[src/sv/hbs_pkg.sv]
package hbs_pkg;

  // Grid geometry
  localparam int MAX_SIDE = 1024;
  localparam int CFG_W    = 11;
  localparam int COL_W    = $clog2(MAX_SIDE);
  // Input row counter reaches side+1, past the grid, while the window drains
  localparam int SIDE_W   = $clog2(MAX_SIDE + 2);
  localparam int BYTE_W   = 8;
  localparam int POS_W    = 10;
  localparam int RES_W    = 16;

  // Neighborhood sum of up to nine bytes, and the rounded numerator sum*512 + count
  localparam int SUM_W    = 12;
  localparam int NUM_W    = SUM_W + 9;

  // Reciprocals for the divisors 2*6 and 2*9
  localparam int REC_SHIFT = 26;
  localparam int REC_DIV6  = ((2 ** REC_SHIFT) + 11) / 12;
  localparam int REC_DIV9  = ((2 ** REC_SHIFT) + 17) / 18;
  localparam int REC_W     = $clog2(REC_DIV6 + 1);

  // Request codes
  localparam logic REQ_SAMPLE = 1'b0;
  localparam logic REQ_FLUSH  = 1'b1;

  // Number of in-grid samples in a neighborhood
  typedef enum logic [1:0] {
    CNT1 = 2'd0,
    CNT4 = 2'd1,
    CNT6 = 2'd2,
    CNT9 = 2'd3
  } cnt_t;

  typedef struct packed {
    logic              req_type;
    logic [BYTE_W-1:0] height_byte;
  } in_t;

  typedef struct packed {
    logic [RES_W-1:0] smoothed_height;
    logic [POS_W-1:0] out_row;
    logic [POS_W-1:0] out_col;
    logic             last_of_map;
  } out_t;

  // Window stage control, one per kept transaction
  typedef struct packed {
    logic              valid;
    logic [COL_W-1:0]  col;
    logic              row_ge1;
    logic              row_ge2;
    logic [BYTE_W-1:0] nw;
    logic              produce;
    logic              top;
    logic              bot;
    logic              lft;
    logic              rgt;
    logic [COL_W-1:0]  out_r;
    logic [COL_W-1:0]  out_c;
    logic              last;
  } ctl_t;

  // Sum stage contents
  typedef struct packed {
    logic             valid;
    logic [SUM_W-1:0] sum;
    cnt_t             cnt;
    logic [COL_W-1:0] out_r;
    logic [COL_W-1:0] out_c;
    logic             last;
  } sum_t;

endpackage

[src/sv/hbs_seq.sv]
module hbs_seq (
  input  logic                      clk,
  input  logic                      rst_n,
  input  logic                      cfg_valid,
  input  logic [hbs_pkg::CFG_W-1:0] cfg_data,
  input  logic                      in_valid,
  input  hbs_pkg::in_t              in_data,
  input  logic                      advance,
  output logic                      rd_en,
  output logic [hbs_pkg::COL_W-1:0] rd_addr,
  output hbs_pkg::ctl_t             ctl
);

  logic [hbs_pkg::SIDE_W-1:0] side_r;
  logic [hbs_pkg::SIDE_W-1:0] side_nxt;
  logic [hbs_pkg::SIDE_W-1:0] in_row_r;
  logic [hbs_pkg::COL_W-1:0]  in_col_r;
  logic [hbs_pkg::COL_W-1:0]  out_r_r;
  logic [hbs_pkg::COL_W-1:0]  out_c_r;
  hbs_pkg::ctl_t              ctl_r;

  logic accept;
  logic in_grid;
  logic drop;
  logic keep;
  logic produce;
  logic col_end;
  logic oc_end;
  logic or_end;
  logic last;

  // Clamp the written side into the supported range
  always_comb begin
    if (cfg_data == '0) begin
      side_nxt = hbs_pkg::SIDE_W'(1);
    end else if (32'(cfg_data) > 32'(hbs_pkg::MAX_SIDE)) begin
      side_nxt = hbs_pkg::SIDE_W'(hbs_pkg::MAX_SIDE);
    end else begin
      side_nxt = hbs_pkg::SIDE_W'(cfg_data);
    end
  end

  // Classify the incoming transaction
  assign accept  = in_valid && advance;
  assign in_grid = in_row_r < side_r;
  assign drop    = (in_data.req_type == hbs_pkg::REQ_FLUSH) && in_grid;
  assign keep    = accept && !drop;
  assign produce = (in_row_r >= hbs_pkg::SIDE_W'(2)) ||
                   ((in_row_r == hbs_pkg::SIDE_W'(1)) && (in_col_r != '0));
  assign col_end = (hbs_pkg::SIDE_W'(in_col_r) + hbs_pkg::SIDE_W'(1)) == side_r;
  assign oc_end  = (hbs_pkg::SIDE_W'(out_c_r) + hbs_pkg::SIDE_W'(1)) == side_r;
  assign or_end  = (hbs_pkg::SIDE_W'(out_r_r) + hbs_pkg::SIDE_W'(1)) == side_r;
  assign last    = produce && oc_end && or_end;

  // Side register and raster positions; a config write restarts the map
  always_ff @(posedge clk) begin
    if (!rst_n) begin
      side_r   <= hbs_pkg::SIDE_W'(hbs_pkg::MAX_SIDE);
      in_row_r <= '0;
      in_col_r <= '0;
      out_r_r  <= '0;
      out_c_r  <= '0;
    end else if (cfg_valid) begin
      side_r   <= side_nxt;
      in_row_r <= '0;
      in_col_r <= '0;
      out_r_r  <= '0;
      out_c_r  <= '0;
    end else if (keep) begin
      if (last) begin
        in_row_r <= '0;
        in_col_r <= '0;
        out_r_r  <= '0;
        out_c_r  <= '0;
      end else begin
        if (col_end) begin
          in_col_r <= '0;
          in_row_r <= in_row_r + hbs_pkg::SIDE_W'(1);
        end else begin
          in_col_r <= in_col_r + hbs_pkg::COL_W'(1);
        end
        if (produce) begin
          if (oc_end) begin
            out_c_r <= '0;
            out_r_r <= out_r_r + hbs_pkg::COL_W'(1);
          end else begin
            out_c_r <= out_c_r + hbs_pkg::COL_W'(1);
          end
        end
      end
    end
  end

  // Window stage valid
  always_ff @(posedge clk) begin
    if (!rst_n) begin
      ctl_r.valid <= 1'b0;
    end else if (advance) begin
      ctl_r.valid <= keep;
    end
  end

  // Window stage payload
  always_ff @(posedge clk) begin
    if (keep) begin
      ctl_r.col     <= in_col_r;
      ctl_r.row_ge1 <= in_row_r != '0;
      ctl_r.row_ge2 <= in_row_r >= hbs_pkg::SIDE_W'(2);
      ctl_r.nw      <= in_grid ? in_data.height_byte : '0;
      ctl_r.produce <= produce;
      ctl_r.top     <= out_r_r != '0;
      ctl_r.bot     <= !or_end;
      ctl_r.lft     <= out_c_r != '0;
      ctl_r.rgt     <= !oc_end;
      ctl_r.out_r   <= out_r_r;
      ctl_r.out_c   <= out_c_r;
      ctl_r.last    <= last;
    end
  end

  assign rd_en   = keep;
  assign rd_addr = in_col_r;
  assign ctl     = ctl_r;

endmodule

[config.mk]
export PLATFORM = sky130hd
export DESIGN_NAME = hbs_seq
export DESIGN_NICKNAME = d
export VERILOG_FILES = /design/src/sv/hbs_pkg.sv /design/src/sv/hbs_seq.sv
export SDC_FILE = /design/constraint.sdc
export NUM_CORES = 1
export LEC_CHECK = 0
export BUFFER_PORTS_ARGS = -buffer_cell sky130_fd_sc_hd__buf_2
export CORE_MARGIN = 3
export CORE_UTILIZATION = 40
export CTS_BUF_LIST = sky130_fd_sc_hd__clkbuf_4 sky130_fd_sc_hd__clkbuf_8
export DETAILED_ROUTE_END_ITERATION = 10
export HOLD_SLACK_MARGIN = 0.06
export SLEW_MARGIN = 20
export SYNTH_ARGS = -nofsm -noshare
export SYNTH_HDL_FRONTEND = slang
export SYNTH_SLANG_ARGS = --single-unit
[constraint.sdc]
create_clock -name clk -period 5.6 [get_ports clk]
set_clock_uncertainty 0.05 [all_clocks]
set_input_delay 0.28 -clock clk [delete_from_list [all_inputs] [get_ports clk]]
set_output_delay 0.28 -clock clk [all_outputs]
set_load 0.01 [all_outputs]
Word-level counts from Yosys, hierarchy flattened --
Index checks and enable logic that the tools add are counted.
Storage, ports and cells: register bits 99, output and inout port bits 58, word-level logic and storage cells 67
Cells by class: add/subtract/negate cells 7, order comparisons 3, equal/unequal tests 4, multiplexer cells 12, bitwise logic cells 1, reduce and logical (&&, ||, !) cells 22
Operators by type and width (count):
- $mux W10 | 8
- $mux W11 | 4
- $add A10 B1 Y11 const B | 3
- $eq A11 B11 Y1 | 3
- $add A10 B1 Y10 const B | 3
- $reduce_bool A10 Y1 | 3
- $add A11 B1 Y11 const B | 1
- $eq A11 B1 Y1 const B | 1
- $ge A11 B2 Y1 const B | 1
- $gt A11 B11 Y1 const B | 1
- $logic_not A11 Y1 | 1
- $lt A11 B11 Y1 | 1
- $reduce_bool A11 Y1 | 1
- $logic_and A1 B1 Y1 | 6
- $reduce_bool A2 Y1 | 3
- $reduce_and A2 Y1 | 2
- $logic_not A1 Y1 | 3
- $reduce_and A3 Y1 | 1
- $reduce_or A2 Y1 | 1
- $logic_or A1 B1 Y1 | 1
- $not A1 Y1 | 1

Depth between registers and ports, before layout --
depth after elaboration 7, gate-level depth with buffers 13, mapped depth without buffers 10

Worst setup path after synthesis --
Ideal clock, no wire load.
path type flip-flop to flip-flop, from register side_r[8] (netlist name), to register in_row_r[0] (netlist name), setup time 0.209 ns, arrival 4.178 ns, required time 5.341 ns, slack 1.163 ns, stages on the path, launching flop included 13, clock period less this slack 4.437 ns, cell sequence dfxtp_1 -> clkbuf_1 -> inv_1 -> ha_1 -> nand3_1 -> or3_1 -> o211a_1 -> a21o_1 -> clkbuf_1 -> inv_1 -> clkbuf_1 -> clkbuf_1 -> o21ai_0
Between the ends: longest elaborated chain between the ends 5, elaborated cells on any way between the ends 12, those cells by class 1 x order compare; 3 x eq/ne; 1 x mux; 7 x reduce/logical
RTL lines:
- from (decl) | RTL line hbs_seq.sv:14 | logic [hbs_pkg::SIDE_W-1:0] side_r;
- from (signal assigned) | RTL line hbs_seq.sv:58 | side_r <= hbs_pkg::SIDE_W'(hbs_pkg::MAX_SIDE);
- from (signal assigned) | RTL line hbs_seq.sv:64 | side_r <= side_nxt;
- $lt A11 B11 Y1 | RTL line hbs_seq.sv:45 | assign in_grid = in_row_r < side_r;
- $logic_and A1 B1 Y1 | RTL line hbs_seq.sv:46 | assign drop = (in_data.req_type == hbs_pkg::REQ_FLUSH) && in_grid;
- $logic_not A1 Y1 | RTL line hbs_seq.sv:47 | assign keep = accept && !drop;
- $logic_and A1 B1 Y1 | RTL line hbs_seq.sv:47
- net rd_en | RTL line hbs_seq.sv:9 | output logic rd_en,
- $reduce_and A2 Y1 (no line)
- to (signal assigned) | RTL line hbs_seq.sv:78 | in_row_r <= in_row_r + hbs_pkg::SIDE_W'(1);
- to (decl) | RTL line hbs_seq.sv:16 | logic [hbs_pkg::SIDE_W-1:0] in_row_r;
The timed path passes the listed nets, and every way through them passes these cells. A chain may end at the register's enable or synchronous reset.

Worst setup path in the final report --
from register side_r[8] (netlist name), to output rd_en
Between the ends: longest elaborated chain between the ends 4
RTL lines (RTL line):
- $lt A11 B11 Y1 | hbs_seq.sv:45
- $logic_and A1 B1 Y1 | hbs_seq.sv:46
- $logic_not A1 Y1 | hbs_seq.sv:47
- $logic_and A1 B1 Y1 | hbs_seq.sv:47
- to (decl) | hbs_seq.sv:9
No other way between the ends.

==> results.py <==
metrics = {
    "run_status": {
        "status": "finished, final reports clean",
    },
    "grt": {
        "grt_pass1_wl_um": 25600,
        "antenna_found_initial": 0,
        "grt_pass1_vias": 4779,
        "grt_usage": 0.196,
        "overflow": 0,
        "grt_start_max_net_pins": 68,
    },
    "clock_network": {
        "htreeDepth": 3,
        "post-cts-setup-buffers": 0,
        "cts_tree": "built",
        "ctsHoldBuffers": 0,
        "clock_path_buffers": 2,
        "numCtsBuffers": 9,
        "ctsResizeCount": 0,
        "clkSinkCount": 99,
        "clkLatencyLatePin_ps": 380,
        "clkTransAtPathRegs_ps": 100,
        "root_buffer": "clkbuf_8",
    },
    "final_layout": {
        "layout-drive-gt1-share": 0.182,
        "fillerInstances": 1345,
        "insertedDiodeCount": 0,
        "post-route-util": 0.460,
        "syn_to_final_growth_pct": 11.9,
        "finalInstanceArea_um2": 6420,
        "fin_nets": 727,
    },
    "synth": {
        "synth_edf_count": 46,
        "synthCells": 626,
        "synth_top_area_frac": 0.241,
        "yosysMostFrequentCell": "nand2_1",
        "synth_seq_area_share": 0.426,
        "synth.avg_cell_area_um2": 9.16,
        "yosysUniqueCellTypes": 64,
        "ys.flop_type": "dfxtp_1",
        "ys_ff_latch": 99,
        "ys_warn_count": 0,
        "async_flop_share": 0,
        "synth_largest_area_cell": "edfxtp_1",
        "synth_nets": 671,
        "syn_area_um2": 5730,
        "synth_area_leaders": "edfxtp_1, dfxtp_1, ha_1, nand2_1, xnor2_1",
        "yosys-top-cells-count": "nand2_1, dfxtp_1, edfxtp_1",
    },
    "floorplanning": {
        "die_y_um": 126,
        "rows": 43,
        "die_w_um": 126,
        "start_util": 0.411,
        "coreArea_um2": 13900,
        "io_pins": 83,
        "dieArea_um2": 15800,
    },
    "route": {
        "dr.pass1.iters": 5,
        "drt_iter0_drc": 610,
        "drc": 0,
        "ant_nets": 0,
        "wl_per_cell_um": 18.1,
        "wl_um": 15700,
        "vias": 5136,
        "avgViaCountPerCell": 5.92,
    },
    "pwr": {
        "clkPwrFrac": 0.330,
        "combinationalPowerShare": 0.078,
        "leakagePower_nw": 2.23,
        "power_frac_seq": 0.592,
        "p_int_uw": 977,
        "p_sw_frac": 0.256,
        "ir_worst_vdd_mv": 0.0956,
        "powerDensity_nw_per_um2": 205,
        "p_sw_uw": 336,
    },
    "worst_setup_path": {
        "critPathCaptureType": "output port",
        "crit_chain": "inv_1 -> ha_1 -> nand3_1 -> or3_1 -> o211a_1 -> a21o_1 -> inv_2 -> buf_4 -> buf_2",
        "cp.arrival_ps": 3440,
        "rr_worst_depth": 9,
        "cp_top_family": "buffers and inverters",
        "cp_num_cells": 9,
        "critPathMaxStageDelay_ps": 650,
        "cp.required_ps": 5270,
        "cp_num_buf_inv": 4,
        "start_kind": "register",
        "critPathKind": "reg2out",
        "crit_fanout": 67,
        "slowest_stage": "buf_4",
        "rrSetupSlack_ps": 1900,
    },
    "job": {
        "drv_cap": 0,
    },
    "sta": {
        "hold-worst-slack_ps": 74.3,
        "setup_slack_ps": 1830,
        "hold_violations": 0,
        "rsz0062_at_grt": "false",
        "maxSlewHeadroom": 0.439,
        "setup_tns_ps": 0,
        "drv_slew": 0,
        "post-route-period-util": 0.674,
        "final-setup-viol-count": 0,
        "period_needed_ps": 3770,
        "worst_pin_slew_ps": 842,
        "fmax_ghz": 0.265,
    },
    "place": {
        "gp_congestion": 0.987,
        "place_ws_ps": 1990,
        "io_buffers": 82,
        "dp_hpwl_um": 11000,
        "dpl_cell_area_um2": 6240,
    },
    "worst_hold_path": {
        "hold_class": "in2reg",
        "hold_depth": 3,
    },
}
-- cells in the final DEF, fill, tap and decap left out, types with 25 or more instances in the layout --
| cell type | n |
|---|---|
| buf_2 | 82 |
| nor2_1 | 28 |
| xnor2_1 | 25 |
| nand3_1 | 27 |
| nand2_1 | 64 |
| edfxtp_1 | 46 |
| o21ai_0 | 25 |
| dfxtp_1 | 53 |
| inv_1 | 26 |
| a21oi_1 | 40 |
-- per-layer routing --
metal / global-route usage / up-vias / share of wire
met5: 0 / - / 0
met4: 0.0708 / 0 / 0.024
met3: 0.0369 / 25 / 0.068
met2: 0.297 / 238 / 0.45
met1: 0.281 / 2432 / 0.46
li1: - / 2441 / -
-- worst min-delay path, stage by stage --
cell	delay, ps
buf_2	90
nand2_1	50
o21ai_0	50
-- worst paths after layout --
| kind | from | end |
|---|---|---|
| setup / recovery | side_r[8] | rd_en |
| hold / removal | cfg_data[3] | side_r[3] |
| hold reg to reg | ctl[46] | ctl[46] |
| setup reg to reg | out_r_r[0] | in_row_r[5] |
-- final cells by class --
cell class,count,area [um^2],share of cell area
clock buffers,11,139,0.0216
clock inverters,5,37.5,0.00585
inverters,27,101,0.0158
multi-input cells,455,3000,0.468
flip-flops and latches,99,2440,0.381
well taps,180,225,0.0351
repair buffers,90,470,0.0733
-- power by group through the flow --
stage / Clock [mW] / Sequential (mW) / Combinational, mW
after global routing: 0.468 / 0.779 / 0.113
after CTS: 0.446 / 0.777 / 0.102
after floorplan: 0 / 0.793 / 0.0615
after detailed placement: 0 / 0.794 / 0.102
after global placement: 0 / 0.794 / 0.100
final: 0.433 / 0.777 / 0.102
-- through the flow --
stage / instances / power (mW)
2_1_floorplan: 626 / 0.854
3_3_place_gp: 851 / 0.894
3_5_place_dp: 851 / 0.896
4_1_cts: 867 / 1.33
5_1_grt: 867 / 1.36
6_report: 867 / 1.31
-- flip-flops by register name (all words and copies together) (netlist names) --
name      flops
ctl          47
in_row_r     11
out_c_r      10
out_r_r      10
rd_addr      10
side_r       11
-- logic make-up (layout without fill, tap and decap cells) --
family	after synthesis	in the layout	synth area share
simple gates	251	251	0.243
mux	3	3	0.00546
xor+xnor	42	42	0.0668
fa+ha+maj	20	20	0.0437
flops	99	99	0.426
compound gates	139	139	0.165
buf+inv	72	133	0.0509
No activity file was read; power rests on OpenSTA's default activity.
