==> config.mk <==
export PLATFORM = sky130hd
export DESIGN_NAME = hbs_norm
export DESIGN_NICKNAME = d
export VERILOG_FILES = /design/src/sv/hbs_pkg.sv /design/src/sv/hbs_norm.sv
export SDC_FILE = /design/constraint.sdc
export NUM_CORES = 1
export LEC_CHECK = 0
export ABC_CLOCK_PERIOD_IN_PS = 9000
export BUFFER_PORTS_ARGS = -buffer_cell sky130_fd_sc_hd__buf_2
export CAP_MARGIN = 20
export CORE_ASPECT_RATIO = 1.4
export CORE_MARGIN = 2
export CORE_UTILIZATION = 57
export CTS_CLUSTER_DIAMETER = 40
export DETAILED_ROUTE_END_ITERATION = 6
export PLACE_DENSITY = 0.82
export RECOVER_POWER = 100
export REMOVE_ABC_BUFFERS = 1
export SLEW_MARGIN = 10
export SYNTH_ARGS = -nofsm -noshare
export SYNTH_HDL_FRONTEND = slang
export SYNTH_SLANG_ARGS = --single-unit
==> constraint.sdc <==
create_clock -name clk -period 9 [get_ports clk]
set_input_delay 1.35 -clock clk [delete_from_list [all_inputs] [get_ports clk]]
set_output_delay 1.35 -clock clk [all_outputs]
set_load 0.05 [all_outputs]
==> src/sv/hbs_pkg.sv <==
package hbs_pkg;

  // Grid geometry
  localparam int MAX_SIDE = 1024;
  localparam int CFG_W    = 11;
  localparam int COL_W    = $clog2(MAX_SIDE);
  // Input row counter reaches side+1, past the grid, while the window drains
  localparam int SIDE_W   = $clog2(MAX_SIDE + 2);
  localparam int BYTE_W   = 8;
  localparam int POS_W    = 10;
  localparam int RES_W    = 16;

  // Neighborhood sum of up to nine bytes, and the rounded numerator sum*512 + count
  localparam int SUM_W    = 12;
  localparam int NUM_W    = SUM_W + 9;

  // Reciprocals for the divisors 2*6 and 2*9
  localparam int REC_SHIFT = 26;
  localparam int REC_DIV6  = ((2 ** REC_SHIFT) + 11) / 12;
  localparam int REC_DIV9  = ((2 ** REC_SHIFT) + 17) / 18;
  localparam int REC_W     = $clog2(REC_DIV6 + 1);

  // Request codes
  localparam logic REQ_SAMPLE = 1'b0;
  localparam logic REQ_FLUSH  = 1'b1;

  // Number of in-grid samples in a neighborhood
  typedef enum logic [1:0] {
    CNT1 = 2'd0,
    CNT4 = 2'd1,
    CNT6 = 2'd2,
    CNT9 = 2'd3
  } cnt_t;

  typedef struct packed {
    logic              req_type;
    logic [BYTE_W-1:0] height_byte;
  } in_t;

  typedef struct packed {
    logic [RES_W-1:0] smoothed_height;
    logic [POS_W-1:0] out_row;
    logic [POS_W-1:0] out_col;
    logic             last_of_map;
  } out_t;

  // Window stage control, one per kept transaction
  typedef struct packed {
    logic              valid;
    logic [COL_W-1:0]  col;
    logic              row_ge1;
    logic              row_ge2;
    logic [BYTE_W-1:0] nw;
    logic              produce;
    logic              top;
    logic              bot;
    logic              lft;
    logic              rgt;
    logic [COL_W-1:0]  out_r;
    logic [COL_W-1:0]  out_c;
    logic              last;
  } ctl_t;

  // Sum stage contents
  typedef struct packed {
    logic             valid;
    logic [SUM_W-1:0] sum;
    cnt_t             cnt;
    logic [COL_W-1:0] out_r;
    logic [COL_W-1:0] out_c;
    logic             last;
  } sum_t;

endpackage

==> src/sv/hbs_norm.sv <==
module hbs_norm (
  input  logic          clk,
  input  logic          rst_n,
  input  logic          advance,
  input  hbs_pkg::sum_t sum_in,
  output logic          out_valid,
  output hbs_pkg::out_t out_data
);

  logic [hbs_pkg::NUM_W-1:0]               num;
  logic [hbs_pkg::REC_W-1:0]               rec;
  logic [hbs_pkg::NUM_W+hbs_pkg::REC_W-1:0] prod;
  logic [hbs_pkg::RES_W-1:0]               res_nxt;
  logic                                    out_valid_r;
  hbs_pkg::out_t                           out_data_r;

  // Rounded numerator sum*512 + count for the divisors that are not powers of two
  assign num = {sum_in.sum, 9'd0} +
               hbs_pkg::NUM_W'((sum_in.cnt == hbs_pkg::CNT6) ? 4'd6 : 4'd9);
  assign rec = (sum_in.cnt == hbs_pkg::CNT6) ?
               hbs_pkg::REC_W'(hbs_pkg::REC_DIV6) : hbs_pkg::REC_W'(hbs_pkg::REC_DIV9);
  assign prod = (hbs_pkg::NUM_W + hbs_pkg::REC_W)'(num) *
                (hbs_pkg::NUM_W + hbs_pkg::REC_W)'(rec);

  // Select the mean; counts of one and four reduce to shifts
  always_comb begin
    unique case (sum_in.cnt) inside
      hbs_pkg::CNT1: res_nxt = hbs_pkg::RES_W'({sum_in.sum, 8'd0});
      hbs_pkg::CNT4: res_nxt = hbs_pkg::RES_W'({sum_in.sum, 6'd0});
      hbs_pkg::CNT6,
      hbs_pkg::CNT9: res_nxt = hbs_pkg::RES_W'(prod >> hbs_pkg::REC_SHIFT);
      default:       res_nxt = '0;
    endcase
  end

  // Result register
  always_ff @(posedge clk) begin
    if (!rst_n) begin
      out_valid_r <= 1'b0;
    end else if (advance) begin
      out_valid_r <= sum_in.valid;
    end
  end

  always_ff @(posedge clk) begin
    if (advance && sum_in.valid) begin
      out_data_r.smoothed_height <= res_nxt;
      out_data_r.out_row         <= hbs_pkg::POS_W'(sum_in.out_r);
      out_data_r.out_col         <= hbs_pkg::POS_W'(sum_in.out_c);
      out_data_r.last_of_map     <= sum_in.last;
    end
  end

  assign out_valid = out_valid_r;
  assign out_data  = out_data_r;

endmodule

# Yosys cells after proc, flatten, opt, wreduce, memory -nomap -nowiden
# Index checks and enable logic that the tools add are counted.
[totals]
word_cells = 16
out_inout_bits = 38
in_bits = 39
ff_bits = 38
[op_classes]
add_sub_neg = 1
n_reduce_logical = 3
n_mux = 3
multipliers = 1
eq_ne = 3
[ops]
columns = ["operator", "count"]
rows = [
  ["$pmux 16 s3", 1],
  ["$mul 21x23->42", 1],
  ["$mux 23", 1],
  ["$add 21x4->21", 1],
  ["$eq 2x2->1 const B", 2],
  ["$mux 4", 1],
  ["$eq 2x1->1 const B", 1],
  ["$logic_not 2->1", 1],
  ["$reduce_or 2->1", 1],
  ["$logic_and 1x1->1", 1],
]

# Logic depth before layout (Yosys ltp)
# Gate-level depths: netlist (run 1).
[logic_depth]
word_depth = 5
ltp_mapped = 26
depth_no_buf = 25

# Worst setup path before layout (run 1)
# OpenSTA, ideal clock, no wires.
[synth_timing]
kind = "input to register"
startpoint = "input port sum_in[22] (netlist bit)"
endpoint = "register out_data_r, in the netlist out_data[28] (data pin)"
path_slack_ns = 1.150
cell_stages = 24
required_ns = 8.744
n_path_buf = 1
setup_ns = 0.256
t_arrival_ns = 7.594
cell_sequence = "clkinv_1 nor2_1 clkbuf_1 and2_1 fa_1 inv_1 fa_1 fa_1 inv_1 fa_1 fa_1 inv_1 fa_1 inv_1 ha_1 ha_1 nand4_1 or4_1 a21o_1 and3_4 nor3_4 o21a_4 nor3_1 a31o_2"
[synth_via]
elab_chain_cells = 5
word_cells_on_any_way = 10
cone_classes = "add/sub: 1; mul: 1; eq/ne: 3; mux: 3; reduce/logical: 2"
[synth_lines]
columns = ["element", "line_no", "rtl"]
rows = [
  ["start, declared", "hbs_norm.sv:5", "input hbs_pkg::sum_t sum_in,"],
  ["$eq 2x2->1", "hbs_norm.sv:19, hbs_norm.sv:20", ""],
  ["$mux 4", "hbs_norm.sv:19", "hbs_pkg::NUM_W'((sum_in.cnt == hbs_pkg::CNT6) ? 4'd6 : 4'd9);"],
  ["$add 21x4->21", "hbs_norm.sv:18", "assign num = {sum_in.sum, 9'd0} +"],
  ["$mul 21x23->42", "hbs_norm.sv:22", "assign prod = (hbs_pkg::NUM_W + hbs_pkg::REC_W)'(num) *"],
  ["$pmux 16 s3 *", "hbs_norm.sv:27", "unique case (sum_in.cnt) inside"],
  ["via res_nxt (one bit)", "hbs_norm.sv:13", "logic [hbs_pkg::RES_W-1:0] res_nxt;"],
  ["end, declared", "hbs_norm.sv:15", "hbs_pkg::out_t out_data_r;"],
]
# The timed path passes the listed nets; every way through them passes the cells marked *.
# A chain may end at the register's enable or synchronous reset.

# Final worst setup path (run 1)
# Ends and elaborated chain as after synthesis.

==> results of run 1 <==
==> flip-flops by register name (all words and copies together), names as in the netlist <==
signal	cells
out_data	37
out_valid	1
==> Yosys cell counts (2+ instances only) <==
library cell,instances,area (um2)
a211oi_1,6,45.0
a21o_1,11,82.6
a21oi_1,40,200
a31o_2,2,17.5
and2_1,12,75.1
and3_1,2,12.5
clkbuf_1,7,26.3
conb_1,2,7.51
edfxtp_1,37,1110
fa_1,118,2360
ha_1,127,1590
inv_1,187,702
mux2i_1,6,60.1
nand2_1,33,124
nand2b_1,2,12.5
nand3_1,5,25.0
nand3b_1,2,15.0
nand4_1,7,43.8
nor2_1,22,82.6
nor2b_1,7,43.8
nor3_1,4,20.0
nor4_1,4,25.0
o211ai_1,2,15.0
o21a_1,2,15.0
o21ai_0,16,80.1
o21bai_1,5,37.5
o31ai_1,3,22.5
or2_2,4,25.0
xnor2_1,13,114
xor2_1,5,43.8
==> worst reg2reg max path: stages, from the launching register on <==
cell and delay (ps):
dfxtp_1 300, nor2b_1 120, o21a_1 160
==> layout make-up <==
class	count	area, um2	area share [%]
clock inverters	3	68.8	0.867
clock buffers	5	125	1.58
flip-flops and latches	38	1130	14.2
multi-input cells	486	5370	67.6
repair buffers	79	352	4.43
well taps	150	188	2.36
inverters	188	706	8.89
==> logic make-up after synthesis <==
| family | count (synthesis) | share of synthesized area (%) |
|---|---|---|
| AO/OA/AOI/OAI | 95 | 8.30 |
| XOR/XNOR | 18 | 2.19 |
| adder cells (fa/ha/maj) | 245 | 54.8 |
| buffers and inverters | 195 | 10.2 |
| flip-flops | 38 | 15.7 |
| multiplexers | 7 | 0.990 |
| other | 2 | 0.104 |
| AND/OR/NAND/NOR | 109 | 7.74 |
==> through the flow <==
stage                     area [um2]  setup slack [ps]  hold WS (ps)
final                           7940               754           595
after floorplan                 7220               970           853
after global placement          7810               731           559
after CTS                       8000               843           598
after detailed placement        7810               562           585
after global routing            7940               421           621
==> layer usage <==
metal	wire, um	share of wire [%]	vias up
met5	0	0	-
met4	766	4.7	0
met3	752	4.6	57
met2	8940	54	190
met1	5970	36	2561
li1	-	-	2451
==> worst max-delay path by stage <==
stage               cells past startpoint  slack, ps  startpoint            to
finish                                 23        750  sum_in[22]  out_data[28]
global placement                       23        730  sum_in[22]  out_data[28]
global route                           23        420  sum_in[22]  out_data[33]
CTS                                    23        840  sum_in[22]  out_data[28]
detailed placement                     23        560  sum_in[22]  out_data[28]
floorplan                              23        970  sum_in[22]  out_data[28]
==> impl_metrics.ini, run 1 <==
[run_status]
status = finished with violations
violations = capacitance limit, slew limit

[global_routing]
top_usage_layer = met2
grt_overflow = 0
grt_pass1_vias = 5521
use_met2_pct = 47.8
grt_use_met3_pct = 2.30
grt_pass1_wl_mm = 26.3
use_met1_pct = 28.0
grtUsageTotal_pct = 25.1
antenna_found_initial = 0
grt_max_degree = 39

[setup_path]
cp-start-kind = input pin
rr_worst_depth = 2
r2r_slack_ps = 8310
cp_data_required_time_ps = 9040
cpMostUsedCell = fa_1
cp_slowest_cell = fa_1
cp_max_fo = 16
worstSetupPathType = input pin to register
worst-path-buf-inv = 5
reg2reg_to = out_valid
crit_family = adder cells
crit_arrival_ps = 8280
worst_setup_path_end_kind = register
cp_cell_sequence = buf_2 -> nand2b_1 -> and2_0 -> fa_1 -> inv_1 -> fa_1 -> fa_1 -> inv_1 -> fa_1 -> fa_1 -> inv_1 -> fa_1 -> inv_1 -> ha_1 -> ha_1 -> nand4_1 -> or4_1 -> a21o_1 -> and3_1 -> nor3_4 -> o21a_4 -> nor3_1 -> a31o_2
r2r_start = out_valid
max_stage_delay_ps = 580

[sta]
fin_crit_ps = 8250
hold_viol = 0
tightest_slew_ps = 1940
finalSetupViolations = 0
slew_viol_final = 39
fin_tns_setup_ps = 0
rsz0062_at_grt = no
fmax_ghz = 0.121
skew_ps = 0
fin_crit_sh_pct = 91.6
worst_slew_margin_rel_pct = -29.1

[synthesis]
synthCells = 709
synth_seq_cells = 38
syn_area_per_cell_um2 = 10.2
async_flop_share_pct = 0
synth_ff_type = edfxtp_1
ys_types = 46
seq_area_frac_synth_pct = 15.7
synth_edf_count = 37
ys_warn_count = 0
netlist_area_mm2 = 0.00721

[layout]
final_cell_mix = inv_1, ha_1, fa_1
insertedDiodeCount = 0
layout_commonest_cell = inv_1
instances_no_fill = 949
fillCellCount = 959
layout-drive-gt1-share_pct = 7.38
fin_nets = 1082
utilization_pct = 64.5
syn_to_final_growth_pct = 10.2

[placed_design]
hpwl_mm = 14.8
placed_cells = 941
routabilityCongestion = 0.957
portBuffers = 76

[floorplanning]
initial_core_util_pct = 58.5
ios = 77
placementRows = 48
die_x_um = 99.0
core_mm2 = 0.0123
die_height_um = 137
die-area_mm2 = 0.0136

[route]
drc = 0
drt_wl_total_mm = 16.4
ant_nets = 0
via_per_inst = 5.54
dr.first_iter.drc_count = 236
wl_per_cell_um = 17.3
vias = 5259
drt_pass1_iterations = 4

[hold_path]
hp-class = register to register
min_from = out_valid
worstHoldPathCells = 2
hold_end = out_valid

[clock_tree]
cts_tree = done
clock_latency_ps = 280
cts_sinks = 38
clock-root-buffer = clkbuf_16
htreeDepth = 2
postCtsResizedCells = 0
cts_hold_buf = 0
path_clk_slew_ps = 60
cts_buffer_depth = 2
post_cts_buffers = 0
cts_buffers = 5

[run]
maxCapViolations = 1
Power of run 1 is not shown: default switching activity piles up to over one toggle a cycle in this logic, so the estimate is an artifact.
==> inputs of run 2 (changes only) <==
--- a/config.mk
+++ b/config.mk
@@ -8,12 +8,11 @@
 export ABC_CLOCK_PERIOD_IN_PS = 9000
 export BUFFER_PORTS_ARGS = -buffer_cell sky130_fd_sc_hd__buf_2
 export CAP_MARGIN = 20
-export CORE_ASPECT_RATIO = 1.4
 export CORE_MARGIN = 2
 export CORE_UTILIZATION = 57
 export CTS_CLUSTER_DIAMETER = 40
 export DETAILED_ROUTE_END_ITERATION = 6
-export PLACE_DENSITY = 0.82
+export PLACE_DENSITY = 0.77
 export RECOVER_POWER = 100
 export REMOVE_ABC_BUFFERS = 1
 export SLEW_MARGIN = 10
==> run 2 against run 1 <==
The run still ends with capacitance limit, slew limit left. Highest routed layer unchanged. Critical path depth is the same. First-iteration DRC count up 41%. Via count down 1.3%. Largest cell class unchanged.
==> impl_metrics.ini, run 2 (same netlist as run 1, synthesis figures left out) <==
[run_status]
status = finished with violations
violations = capacitance limit, slew limit

[floorplanning]
placementRows = 41
die_height_um = 116
ios = 77
core_mm2 = 0.0125
initial_core_util_pct = 57.8
die_x_um = 116
die-area_mm2 = 0.0136

[setup_path]
cp_cell_sequence = buf_2 -> nand2b_1 -> and2_0 -> fa_1 -> inv_1 -> fa_1 -> fa_1 -> inv_1 -> fa_1 -> fa_1 -> inv_1 -> fa_1 -> inv_1 -> ha_1 -> ha_1 -> nand4_1 -> or4_1 -> a21o_1 -> and3_1 -> nor3_4 -> o21a_4 -> nor3_1 -> a31o_2
cp_data_required_time_ps = 9020
cp-start-kind = input pin
crit_arrival_ps = 8410
worst-path-buf-inv = 5
max_stage_delay_ps = 560
cp_slowest_cell = nand2b_1
crit_family = adder cells
worstSetupPathType = input pin to register
worst_setup_path_end_kind = register
cp_max_fo = 16
cpMostUsedCell = fa_1

[route]
ant_nets = 0
drt_wl_total_mm = 16.2
wl_per_cell_um = 16.6
drt_pass1_iterations = 4
dr.first_iter.drc_count = 332
via_per_inst = 5.35
drc = 0
vias = 5193

[global_routing]
grt_max_degree = 39
grtUsageTotal_pct = 24.5
use_met2_pct = 42.2
grt_pass1_vias = 5340
grt_use_met3_pct = 2.91
grt_pass1_wl_mm = 25.5
top_usage_layer = met2
antenna_found_initial = 0
use_met1_pct = 32.8
grt_overflow = 0

[placed_design]
dp_slack_ps = 466
placed_cells = 963
portBuffers = 76
routabilityCongestion = 0.949
hpwl_mm = 14.6

[layout]
fin_nets = 1082
utilization_pct = 63.9
layout_commonest_cell = inv_1
layout-drive-gt1-share_pct = 7.26
insertedDiodeCount = 0
multiInputGateArea_mm2 = 0.00537
syn_to_final_growth_pct = 10.5
fillCellCount = 1027
final_cell_mix = inv_1, ha_1, fa_1
layout.area.seq_mm2 = 0.00113
instances_no_fill = 971
largest_reg_flops = 37

[clock_tree]
cts_tree = done
postCtsResizedCells = 0
cts_buffer_depth = 2
htreeDepth = 2
clock-root-buffer = clkbuf_16
post_cts_buffers = 0
path_clk_slew_ps = 60
cts_hold_buf = 0
clock_latency_ps = 270
cts_buffers = 5
cts_sinks = 38

[hold_path]
hp-class = register to register

[sta]
slew_viol_final = 39
tightest_slew_ps = 1870
worst_slew_margin_rel_pct = -24.9
fin_crit_ps = 8390
fmax_ghz = 0.119
setup_slack_ps = 612
fin_tns_setup_ps = 0
hold_viol = 0
skew_ps = 0
fin_crit_sh_pct = 93.2
rsz0062_at_grt = no
finalSetupViolations = 0

[run]
maxCapViolations = 1
run 2: worst paths after layout:
| path | startpoint | end | slack [ps] | depth (start not counted) |
|---|---|---|---|---|
| setup reg to reg | out_valid | out_valid | 8300 | 2 |
| setup / recovery | sum_in[21] | out_data[28] | 610 | 23 |
| hold reg to reg | out_valid | out_valid | 610 | 2 |
| hold / removal | out_valid | out_valid | 610 | 2 |
run 2: tightest hold or removal path: cells and delay by family (launching register included):
family             cells  cell delay, ps
DFF                    1             330
and+or+nand+nor        1             130
AOI/OAI and AO/OA      1             120
run 2: stage by stage:
| stage | hold slack [ps] | instance area, um2 |
|---|---|---|
| after global routing | 672 | 7970 |
| after detailed placement | 601 | 7840 |
| after floorplan | 853 | 7220 |
| after global placement | 556 | 7840 |
| after CTS | 619 | 8030 |
| final | 608 | 7970 |
run 2: area by class of cell:
cell class	instances	share of cell area, %
Tap cell	172	2.70
Clock buffer	5	1.57
Timing Repair Buffer	79	4.40
Sequential cell	38	14.2
Clock inverter	3	0.864
Multi-Input combinational cell	486	67.4
Inverter	188	8.86
run 2: per-layer routing:
| metal | vias up | wire (um) |
|---|---|---|
| li1 | 2445 | - |
| met1 | 2532 | 6870 |
| met2 | 186 | 7880 |
| met3 | 30 | 985 |
| met4 | 0 | 407 |
| met5 | - | 0 |
Power of run 2 is left out for the same reason.
